### src/rtl/lppd_pkg.sv
// Shared constants and types of the lidar packet point decoder.
package lppd_pkg;

  // Layout parameters
  localparam int CHANNELS     = 48;
  localparam int BLOCKS       = 8;
  localparam int PACKET_BYTES = 1248;

  // Field and counter widths
  localparam int OFF_W  = 11;
  localparam int POS_W  = 8;
  localparam int BLK_W  = 5;
  localparam int CH_W   = 6;
  localparam int ICH_W  = 7;
  localparam int ANG_W  = 17;
  localparam int SUM_W  = 20;
  localparam int TAB_AW = (CHANNELS > 1) ? $clog2(CHANNELS) : 1;

  // Byte offsets within a datagram
  localparam logic [OFF_W-1:0] OFF_MAX     = {OFF_W{1'b1}};
  localparam logic [OFF_W-1:0] SEC_OFF     = OFF_W'(20);
  localparam logic [OFF_W-1:0] MICRO_OFF   = OFF_W'(26);
  localparam logic [OFF_W-1:0] MICRO_END   = OFF_W'(30);
  localparam logic [OFF_W-1:0] HEADER_OFF  = OFF_W'(42);
  localparam logic [OFF_W-1:0] PACKET_LEN  = OFF_W'(PACKET_BYTES);
  localparam logic [OFF_W-1:0] INFO_MINLEN = OFF_W'(1044);
  localparam logic [OFF_W-1:0] VANG_OFF    = OFF_W'(468);

  // Block layout
  localparam logic [POS_W-1:0] POS_FLAG_HI = POS_W'(0);
  localparam logic [POS_W-1:0] POS_FLAG_LO = POS_W'(1);
  localparam logic [POS_W-1:0] POS_AZ_HI   = POS_W'(2);
  localparam logic [POS_W-1:0] POS_AZ_LO   = POS_W'(3);
  localparam logic [POS_W-1:0] POS_POINTS  = POS_W'(4);
  localparam logic [POS_W-1:0] POS_LAST    = POS_W'(4 + 3 * CHANNELS - 1);
  localparam logic [BLK_W-1:0] BLK_END     = BLK_W'(BLOCKS);
  localparam logic [CH_W-1:0]  CH_LAST     = CH_W'(CHANNELS - 1);
  localparam logic [ICH_W-1:0] ICH_LAST    = ICH_W'(CHANNELS - 1);
  localparam logic [ICH_W-1:0] ICH_END     = ICH_W'(CHANNELS);

  // Byte codes
  localparam logic [7:0] FLAG_HI_BYTE  = 8'hFF;
  localparam logic [7:0] FLAG_LO_BYTE  = 8'hEE;
  localparam logic [7:0] SIGN_NEG_BYTE = 8'h01;
  localparam logic [14:0] DIST_MASK    = 15'h7FFF;

  // Azimuth accumulation
  localparam logic signed [17:0] FULL_TURN = 18'sd36000;
  localparam logic [SUM_W-1:0]   TURN_SUM  = SUM_W'(36000);
  localparam logic [SUM_W-1:0]   SUM_MAX   = {SUM_W{1'b1}};

  // Three-byte groups: sign/high/low for angles, dist high/low/intensity for points
  typedef logic [1:0] part_t;
  localparam part_t PART_0 = 2'd0;
  localparam part_t PART_1 = 2'd1;
  localparam part_t PART_2 = 2'd2;

endpackage

### src/rtl/lppd_ram.sv
// Generic single-write, single-read RAM with registered read data.
module lppd_ram #(
  parameter int WIDTH = 8,
  parameter int DEPTH = 16,
  localparam int AW = (DEPTH > 1) ? $clog2(DEPTH) : 1
) (
  input  logic             clk,
  input  logic             we,
  input  logic [AW-1:0]    waddr,
  input  logic [WIDTH-1:0] wdata,
  input  logic             re,
  input  logic [AW-1:0]    raddr,
  output logic [WIDTH-1:0] rdata
);

  logic [WIDTH-1:0] mem [DEPTH];

  always_ff @(posedge clk) begin
    if (we) begin
      mem[waddr] <= wdata;
    end
    if (re) begin
      rdata <= mem[raddr];
    end
  end

endmodule

### src/rtl/lidar_packet_point_decoder_core.sv
// Byte-serial lidar datagram decoder: angle table load and point extraction.
//
//   channel | ports                       | moves
//   --------+-----------------------------+-------------------------------
//   in      | in_valid / in_ready         | one datagram byte per request
//   out     | out_valid / out_ready       | one decoded point per request
//
// One byte is taken every cycle while the output side keeps up. After its
// intensity byte, a point passes the read stage, where the angle table is read,
// and then the output register. The angle table is a RAM with registered
// read; it has no reset and is loaded by a device-info datagram. Reset clears
// all control state at once. When the output stalls, one point waits in the
// read stage and one in the output register before in_ready drops.
module lidar_packet_point_decoder_core import lppd_pkg::*; (
  input  logic                    clk,
  input  logic                    rst_n,
  input  logic                    in_valid,
  output logic                    in_ready,
  input  logic                    in_func,
  input  logic [7:0]              in_pkt_byte,
  input  logic [OFF_W-1:0]        in_pkt_len,
  input  logic                    in_first_byte,
  output logic                    out_valid,
  input  logic                    out_ready,
  output logic [15:0]             out_azimuth,
  output logic [CH_W-1:0]         out_channel,
  output logic [14:0]             out_distance_raw,
  output logic [7:0]              out_intensity,
  output logic signed [ANG_W-1:0] out_vertical_angle,
  output logic [47:0]             out_stamp_seconds,
  output logic [31:0]             out_stamp_micros,
  output logic                    out_frame_end
);

  typedef struct packed {
    logic [15:0]     azimuth;
    logic [CH_W-1:0] channel;
    logic [14:0]     distance;
    logic [7:0]      intensity;
    logic [47:0]     seconds;
    logic [31:0]     micros;
    logic            frame_end;
  } point_t;

  // Byte position tracking
  logic [OFF_W-1:0] off_r, off_nxt;
  logic [POS_W-1:0] d_pos_r, d_pos_nxt;
  logic [BLK_W-1:0] d_blk_r, d_blk_nxt;
  logic [CH_W-1:0]  d_ch_r, d_ch_nxt;
  part_t            d_part_r, d_part_nxt;
  logic [ICH_W-1:0] i_ch_r, i_ch_nxt;
  part_t            i_part_r, i_part_nxt;

  // Decoder state
  logic             accepted_r, accepted_nxt;
  logic             table_valid_r, table_valid_nxt;
  logic [7:0]       sign_hold_r, sign_hold_nxt;
  logic [7:0]       high_hold_r, high_hold_nxt;
  logic [47:0]      time_sec_r, time_sec_nxt;
  logic [31:0]      time_us_r, time_us_nxt;
  logic             flag_ok_r, flag_ok_nxt;
  logic [15:0]      block_az_r, block_az_nxt;
  logic [14:0]      dist_hold_r, dist_hold_nxt;
  logic             collecting_r, collecting_nxt;
  logic [SUM_W-1:0] angle_sum_r, angle_sum_nxt;
  logic [15:0]      prev_az_r, prev_az_nxt;

  // Read stage and output register
  logic             s1_valid_r, s1_valid_nxt;
  point_t           s1_pt_r;
  logic             out_valid_r, out_valid_nxt;
  point_t           out_pt_r;
  logic [ANG_W-1:0] out_angle_r;

  logic             accept, out_free, move, emit, len_ok, active;
  logic             dat_in, inf_in;
  logic             tab_we;
  logic [ANG_W-1:0] tab_wdata, tab_rdata;
  logic [15:0]      az_new;
  logic [15:0]      ang_mag;
  logic signed [17:0] delta;
  logic signed [21:0] sum_ext;
  point_t           pt_new;

  assign out_free = !out_valid_r || out_ready;
  assign move     = s1_valid_r && out_free;
  assign in_ready = !s1_valid_r || out_free;
  assign accept   = in_valid && in_ready;

  assign len_ok = in_func ? (in_pkt_len >= INFO_MINLEN) : (in_pkt_len == PACKET_LEN);

  // Offset and layout counters for the current byte
  always_comb begin
    if (in_first_byte) begin
      off_nxt = '0;
    end else if (off_r == OFF_MAX) begin
      off_nxt = OFF_MAX;
    end else begin
      off_nxt = off_r + OFF_W'(1);
    end

    if (off_nxt == HEADER_OFF || d_pos_r == POS_LAST) begin
      d_pos_nxt = '0;
    end else begin
      d_pos_nxt = d_pos_r + POS_W'(1);
    end

    if (off_nxt == HEADER_OFF) begin
      d_blk_nxt = '0;
    end else if (d_pos_r == POS_LAST && d_blk_r != BLK_END) begin
      d_blk_nxt = d_blk_r + BLK_W'(1);
    end else begin
      d_blk_nxt = d_blk_r;
    end

    if (off_nxt == HEADER_OFF || d_pos_nxt <= POS_POINTS) begin
      d_ch_nxt   = '0;
      d_part_nxt = PART_0;
    end else if (d_part_r == PART_2) begin
      d_ch_nxt   = d_ch_r + CH_W'(1);
      d_part_nxt = PART_0;
    end else begin
      d_ch_nxt   = d_ch_r;
      d_part_nxt = d_part_r + part_t'(1);
    end

    if (off_nxt == VANG_OFF) begin
      i_ch_nxt   = '0;
      i_part_nxt = PART_0;
    end else if (i_part_r == PART_2) begin
      i_ch_nxt   = (i_ch_r == ICH_END) ? i_ch_r : i_ch_r + ICH_W'(1);
      i_part_nxt = PART_0;
    end else begin
      i_ch_nxt   = i_ch_r;
      i_part_nxt = i_part_r + part_t'(1);
    end
  end

  assign accepted_nxt = in_first_byte ? len_ok : (accepted_r && len_ok);
  assign active = accept && accepted_nxt;
  assign dat_in = (off_nxt >= HEADER_OFF) && (off_nxt < PACKET_LEN) && (d_blk_nxt < BLK_END);
  assign inf_in = (off_nxt >= VANG_OFF) && (i_ch_nxt < ICH_END);

  // Angle table write on the low byte of each entry
  assign ang_mag   = {high_hold_r, in_pkt_byte};
  assign tab_we    = active && in_func && inf_in && (i_part_nxt == PART_2);
  assign tab_wdata = (sign_hold_r == SIGN_NEG_BYTE) ? -{1'b0, ang_mag} : {1'b0, ang_mag};

  // Azimuth delta with wrap and saturation of the running sum
  assign az_new = {block_az_r[15:8], in_pkt_byte};
  always_comb begin
    delta = $signed({2'b00, az_new}) - $signed({2'b00, prev_az_r});
    if (az_new < prev_az_r) begin
      delta = delta + FULL_TURN;
    end
    sum_ext = $signed({2'b00, angle_sum_r}) + {{4{delta[17]}}, delta};
  end

  assign emit = active && !in_func && dat_in && (d_pos_nxt >= POS_POINTS)
                && (d_part_nxt == PART_2) && flag_ok_r && table_valid_r;

  always_comb begin
    pt_new.azimuth   = block_az_r;
    pt_new.channel   = d_ch_nxt;
    pt_new.distance  = dist_hold_r & DIST_MASK;
    pt_new.intensity = in_pkt_byte;
    pt_new.seconds   = time_sec_r;
    pt_new.micros    = time_us_r;
    pt_new.frame_end = (d_ch_nxt == CH_LAST) && (angle_sum_r >= TURN_SUM);
  end

  always_comb begin
    table_valid_nxt = table_valid_r;
    sign_hold_nxt   = sign_hold_r;
    high_hold_nxt   = high_hold_r;
    time_sec_nxt    = time_sec_r;
    time_us_nxt     = time_us_r;
    flag_ok_nxt     = flag_ok_r;
    block_az_nxt    = block_az_r;
    dist_hold_nxt   = dist_hold_r;
    collecting_nxt  = collecting_r;
    angle_sum_nxt   = angle_sum_r;
    prev_az_nxt     = prev_az_r;

    if (active && in_func && inf_in) begin
      case (i_part_nxt)
        PART_0: sign_hold_nxt = in_pkt_byte;
        PART_1: high_hold_nxt = in_pkt_byte;
        PART_2: begin
          if (i_ch_nxt == ICH_LAST) begin
            table_valid_nxt = 1'b1;
          end
        end
        default: ;
      endcase
    end

    if (active && !in_func) begin
      if (off_nxt >= SEC_OFF && off_nxt < MICRO_OFF) begin
        time_sec_nxt = (off_nxt == SEC_OFF) ? {40'd0, in_pkt_byte}
                                            : {time_sec_r[39:0], in_pkt_byte};
      end else if (off_nxt >= MICRO_OFF && off_nxt < MICRO_END) begin
        time_us_nxt = (off_nxt == MICRO_OFF) ? {24'd0, in_pkt_byte}
                                             : {time_us_r[23:0], in_pkt_byte};
      end else if (dat_in) begin
        if (d_pos_nxt == POS_FLAG_HI) begin
          flag_ok_nxt = (in_pkt_byte == FLAG_HI_BYTE);
        end else if (d_pos_nxt == POS_FLAG_LO) begin
          flag_ok_nxt = flag_ok_r && (in_pkt_byte == FLAG_LO_BYTE);
        end else if (d_pos_nxt == POS_AZ_HI) begin
          block_az_nxt = {in_pkt_byte, 8'h00};
        end else if (d_pos_nxt == POS_AZ_LO) begin
          block_az_nxt = az_new;
          if (flag_ok_r && table_valid_r) begin
            // first block of a turn starts the sum without a delta
            if (!collecting_r) begin
              collecting_nxt = 1'b1;
              angle_sum_nxt  = '0;
            end else if (sum_ext[21]) begin
              angle_sum_nxt = '0;
            end else if (sum_ext > $signed({2'b00, SUM_MAX})) begin
              angle_sum_nxt = SUM_MAX;
            end else begin
              angle_sum_nxt = sum_ext[SUM_W-1:0];
            end
            prev_az_nxt = az_new;
          end
        end else begin
          case (d_part_nxt)
            PART_0: dist_hold_nxt = {in_pkt_byte[6:0], 8'h00};
            PART_1: dist_hold_nxt = {dist_hold_r[14:8], in_pkt_byte};
            PART_2: begin
              if (emit && pt_new.frame_end) begin
                collecting_nxt = 1'b0;
                angle_sum_nxt  = '0;
              end
            end
            default: ;
          endcase
        end
      end
    end
  end

  always_comb begin
    if (emit) begin
      s1_valid_nxt = 1'b1;
    end else if (move) begin
      s1_valid_nxt = 1'b0;
    end else begin
      s1_valid_nxt = s1_valid_r;
    end

    if (move) begin
      out_valid_nxt = 1'b1;
    end else if (out_ready) begin
      out_valid_nxt = 1'b0;
    end else begin
      out_valid_nxt = out_valid_r;
    end
  end

  // Read data stays put until the next point enters the read stage
  lppd_ram #(
    .WIDTH (ANG_W),
    .DEPTH (CHANNELS)
  ) u_angle_ram (
    .clk   (clk),
    .we    (tab_we),
    .waddr (i_ch_nxt[TAB_AW-1:0]),
    .wdata (tab_wdata),
    .re    (emit),
    .raddr (d_ch_nxt[TAB_AW-1:0]),
    .rdata (tab_rdata)
  );

  always_ff @(posedge clk) begin
    if (!rst_n) begin
      off_r         <= '0;
      d_pos_r       <= '0;
      d_blk_r       <= '0;
      d_ch_r        <= '0;
      d_part_r      <= PART_0;
      i_ch_r        <= '0;
      i_part_r      <= PART_0;
      accepted_r    <= 1'b0;
      table_valid_r <= 1'b0;
      sign_hold_r   <= '0;
      high_hold_r   <= '0;
      time_sec_r    <= '0;
      time_us_r     <= '0;
      flag_ok_r     <= 1'b0;
      block_az_r    <= '0;
      dist_hold_r   <= '0;
      collecting_r  <= 1'b0;
      angle_sum_r   <= '0;
      prev_az_r     <= '0;
      s1_valid_r    <= 1'b0;
      out_valid_r   <= 1'b0;
    end else begin
      if (accept) begin
        off_r      <= off_nxt;
        d_pos_r    <= d_pos_nxt;
        d_blk_r    <= d_blk_nxt;
        d_ch_r     <= d_ch_nxt;
        d_part_r   <= d_part_nxt;
        i_ch_r     <= i_ch_nxt;
        i_part_r   <= i_part_nxt;
        accepted_r <= accepted_nxt;
      end
      table_valid_r <= table_valid_nxt;
      sign_hold_r   <= sign_hold_nxt;
      high_hold_r   <= high_hold_nxt;
      time_sec_r    <= time_sec_nxt;
      time_us_r     <= time_us_nxt;
      flag_ok_r     <= flag_ok_nxt;
      block_az_r    <= block_az_nxt;
      dist_hold_r   <= dist_hold_nxt;
      collecting_r  <= collecting_nxt;
      angle_sum_r   <= angle_sum_nxt;
      prev_az_r     <= prev_az_nxt;
      s1_valid_r    <= s1_valid_nxt;
      out_valid_r   <= out_valid_nxt;
    end
  end

  always_ff @(posedge clk) begin
    if (emit) begin
      s1_pt_r <= pt_new;
    end
    if (move) begin
      out_pt_r    <= s1_pt_r;
      out_angle_r <= tab_rdata;
    end
  end

  assign out_valid          = out_valid_r;
  assign out_azimuth        = out_pt_r.azimuth;
  assign out_channel        = out_pt_r.channel;
  assign out_distance_raw   = out_pt_r.distance;
  assign out_intensity      = out_pt_r.intensity;
  assign out_vertical_angle = $signed(out_angle_r);
  assign out_stamp_seconds  = out_pt_r.seconds;
  assign out_stamp_micros   = out_pt_r.micros;
  assign out_frame_end      = out_pt_r.frame_end;

endmodule

### config.mk
export PLATFORM = sky130hd
export DESIGN_NAME = lidar_packet_point_decoder_core
export DESIGN_NICKNAME = d
export VERILOG_FILES = /design/src/rtl/lppd_pkg.sv /design/src/rtl/lppd_ram.sv /design/src/rtl/lidar_packet_point_decoder_core.sv
export SDC_FILE = /design/constraint.sdc
export NUM_CORES = 2
export LEC_CHECK = 0
export BUFFER_PORTS_ARGS = -buffer_cell sky130_fd_sc_hd__buf_4
export CELL_PAD_IN_SITES_DETAIL_PLACEMENT = 1
export CELL_PAD_IN_SITES_GLOBAL_PLACEMENT = 1
export CORE_MARGIN = 5
export CORE_UTILIZATION = 40
export DETAILED_ROUTE_END_ITERATION = 10
export GPL_ROUTABILITY_DRIVEN = 0
export MAX_ROUTING_LAYER = met4
export PLACE_DENSITY_LB_ADDON = 0.05
export SYNTH_ARGS = -nofsm -noshare
export SYNTH_HDL_FRONTEND = slang
export SYNTH_SLANG_ARGS = --single-unit
### constraint.sdc
create_clock -name clk -period 52.5 [get_ports clk]
set_input_delay 7.875 -clock clk [delete_from_list [all_inputs] [get_ports clk]]
set_output_delay 7.875 -clock clk [all_outputs]
set_load 0.02 [all_outputs]
==> impl_results.md <==
- Yosys top cell by area: edfxtp_1
- Fmax: 0.0614 GHz
- Slew headroom: 19.3%
- Simple-gate share of the synthesized area: 11.0%
- Max-Cap Viols: 0
- Max IR drop VDD: 0.0000287 V
- Register clock-pin slew on the reported worst setup and hold paths: 0.06 ns
- Post-synth ARST share: 0%
- Initial Util: 40.2%
- Row Count: 132
- Most frequent cell after synthesis: edfxtp_1
- Syn_nets: 4001
- Final ANT Viol Nets: 0
- RSZ-0062 raised after global routing: false
- Worst path arrival time: 8.42 ns
- Measured slew at the worst slew-check pin: 1.20 ns
- Detailed Place HPWL: 88000 um
- Largest family of logic cells by synthesized area: simple AND/OR/NAND/NOR gates
- Yosys top cell area share: 63.7%
- Vias in the first global route: 33.2k
- Chip width: 370 um
- CP max FO: 4
- Synth Instances: 3925
- Initial antenna violation count: 4
- Fin. max-slew vios: 0
- Area of the core: 0.129 mm^2
- DRT Pass-1 Iters: 5
- Footprint of the multi-input gates: 0.0139 mm^2
- Buffers & Inverters on Critical Path: 2
- Synth Cell Area: 0.0519 mm^2
- Min cycle time layout: 16.29 ns
- TritonCTS Buffers: 146
- Layout fillers: 13.0k
- Crit end category: output pin
- First-pass GRT wire length: 222000 um
- Run status: finished, final reports clean
- Routed vias/inst: 5.54
- Worst hold path class: reg2reg
- Final Hold Vio Count: 0
- Pwr dens: 35.5 mW/mm^2
- Synth Area in XOR/XNOR: 1.16%
- Area grow syn2layout: 15.9%
- Pleak: 20.5 nW
- Worst Path Required: 44.62 ns
- Total power: 0.00214 W
- Tot GR Track Use: 22.3%
- CTS Buffer Depth: 3
- Register area: 0.0373 mm^2
- Crit-path cells: buf_4, nand3b_1, buf_4
- Top_reg_cell synth: edfxtp_1
- Post-synthesis mux area share: 2.12%
- Drt drc: 0
- Synth top area cells: edfxtp_1 64%, dfxtp_1 8.1%, nand2_1 4.2%
- Slowest stage cell, crit path: nand3b_1
- Post-CTS Repair Setup Buffers: 0
- H-tree levels: 4
- Final nets: 4192
- Synth top cells by count: 1102 x edfxtp_1, 575 x nand2_1, 344 x nor2_1
- Hold Buf Count CTS: 0
- PortBufs: 169
- Worst path max stage delay: 0.22 ns
- Number of DRC markers in iteration 0: 2414
- Post-synth EDFFs: 1102
- Via count: 33.1k
- Critical Path Start Type: primary input
- Final cell count without fillers: 5977
- Pin count of the biggest net entering global routing: 132
- Final TNS setup: 0 ns
- Clock Skew: 0.0301 ns
- Synthesized area per cell: 13.2 um^2
- Yosys Warn Count: 0
- Critical setup path kind: in2out
- Dpl cells: 5710
- Congestion Overflow GR: 0
- Root Buffer: clkbuf_16
- Netlist cell types: 92
- Compound-gate portion of the synthesized area: 10.5%
- CTS tree: built
- DR WL/cell: 25.2 um
- Final setup vio count: 0
- Die area: 0.137 mm^2
- Synthesis-stage register bit count: 1312
- Layout cells sized above 1: 13.3%
- PostCTS Resize Cnt: 0
- # IOs: 170
- Largest delay share family, worst path: buffers and inverters
- Synth Area in Adders: 1.28%
- Worst skew pair latency: 0.78 ns
- CP most frequent cell: buf_4
- Clk sinks: 1312
- Post-layout util: 46.6%
- Period utilization: 31.0%
- Routed WL: 151000 um
- Die Height: 370 um
- Sequential area share after synthesis: 71.8%
-- power breakdown --
| part | leakage [nW] | switching, W | internal, W | total [W] |
|---|---|---|---|---|
| Combinational | 6.44 | 0.0000254 | 0.0000101 | 0.0000355 |
| Sequential | 11.8 | 0.000000958 | 0.00112 | 0.00112 |
| Clock | 2.22 | 0.000417 | 0.000566 | 0.000984 |
| Total | 20.5 | 0.000444 | 0.00169 | 0.00214 |
-- final cells by class --
cell class / count / share of cell area (%)
multi-input cells: 2331 / 23.1
diodes: 2 / 0.00831
clock buffers: 196 / 6.59
flip-flops and latches: 1312 / 62.0
repair buffers: 276 / 3.46
well taps: 1742 / 3.62
inverters: 49 / 0.318
clock inverters: 69 / 0.975
-- logic make-up after synthesis --
kind of cell	Yosys count
compound gates	800
xor+xnor	69
fa+ha+maj	52
buf+inv	282
flops	1312
mux	107
simple gates	1303
-- placed cells by master (no fill, tap or decap), types with 10 or more instances in the layout --
cell type / instances
edfxtp_1: 1102
nand2_1: 574
nor2_1: 341
buf_4: 275
a21oi_1: 244
dfxtp_1: 210
nand3_1: 160
clkbuf_16: 150
mux2i_1: 102
a31oi_1: 73
o21ai_0: 71
o221ai_1: 69
nor3_1: 52
ha_1: 49
inv_1: 45
o211ai_1: 44
clkbuf_1: 42
o21ai_1: 41
a211oi_1: 33
xnor2_1: 31
a221oi_1: 31
a22oi_1: 30
clkinv_1: 28
o31ai_1: 24
clkinv_2: 21
xor2_1: 20
o211ai_2: 18
nand4_1: 17
nor4_1: 17
o311a_1: 17
nor2b_1: 15
or3_1: 15
a41o_1: 15
and3_1: 14
and2_1: 12
nand2b_1: 12
nand3b_1: 12
o21a_1: 11
a21o_1: 10
-- metal layers --
| layer | wire length [um] | vias to the layer above | GRT usage, % |
|---|---|---|---|
| met3 | 6530 | 179 | 3.09 |
| li1 | - | 15100 | - |
| met4 | 3060 | 0 | 5.43 |
| met1 | 67700 | 17100 | 29.5 |
| met2 | 73400 | 686 | 36.7 |
| met5 | 0 | - | - |
-- metrics by stage --
stage / hold WS [ns] / setup slack [ns] / area [um^2]
after floorplan: 0.400 / 27.98 / 51900
after global placement: 0.401 / 36.23 / 55600
after detailed placement: 0.405 / 36.21 / 55600
after CTS: 0.416 / 36.21 / 60200
after global routing: 0.421 / 36.16 / 60200
final: 0.413 / 36.21 / 60200
-- worst register-to-register path, cell delays in order, from the launching register on --
cell and delay (ns):
dfxtp_1 0.51, ha_1 0.47, and3_1 0.44, a41oi_2 0.29, and4_1 0.30, and4_1 0.36, nor2_2 0.67, nand2_1 0.12
buf_4 0.28, inv_4 0.42, buf_4 0.74, nor2_1 0.14, o31ai_1 0.52, nand3_1 0.37, a41o_1 0.32, o21ai_1 0.11
-- state kept, by name (all words and copies together), names as in the netlist, 6 cells and up --
signal	flops
i_ch_r	7
out_channel	6
out_stamp_micros	32
off_r	11
time_us_r	32
time_sec_r	48
out_intensity	8
block_az_r	16
u_angle_ram.mem	816
prev_az_r	16
d_pos_r	8
d_ch_r	6
sign_hold_r	8
out_stamp_seconds	48
u_angle_ram.rdata	17
angle_sum_r	20
dist_hold_r	15
s1_pt_r	126
out_vertical_angle	17
high_hold_r	8
out_azimuth	16
out_distance_raw	15
-- final timing paths --
path | to | startpoint | slack, ns | cells after the start
setup / recovery | in_ready | out_ready | 36.21 | 3
hold / removal | out_stamp_seconds[38] | s1_pt_r[71] | 0.41 | 0
setup reg to reg | u_angle_ram.rdata[3] | off_r[0] | 46.29 | 15
hold reg to reg | out_stamp_seconds[38] | s1_pt_r[71] | 0.41 | 0
(Power assumes the default switching activity.)
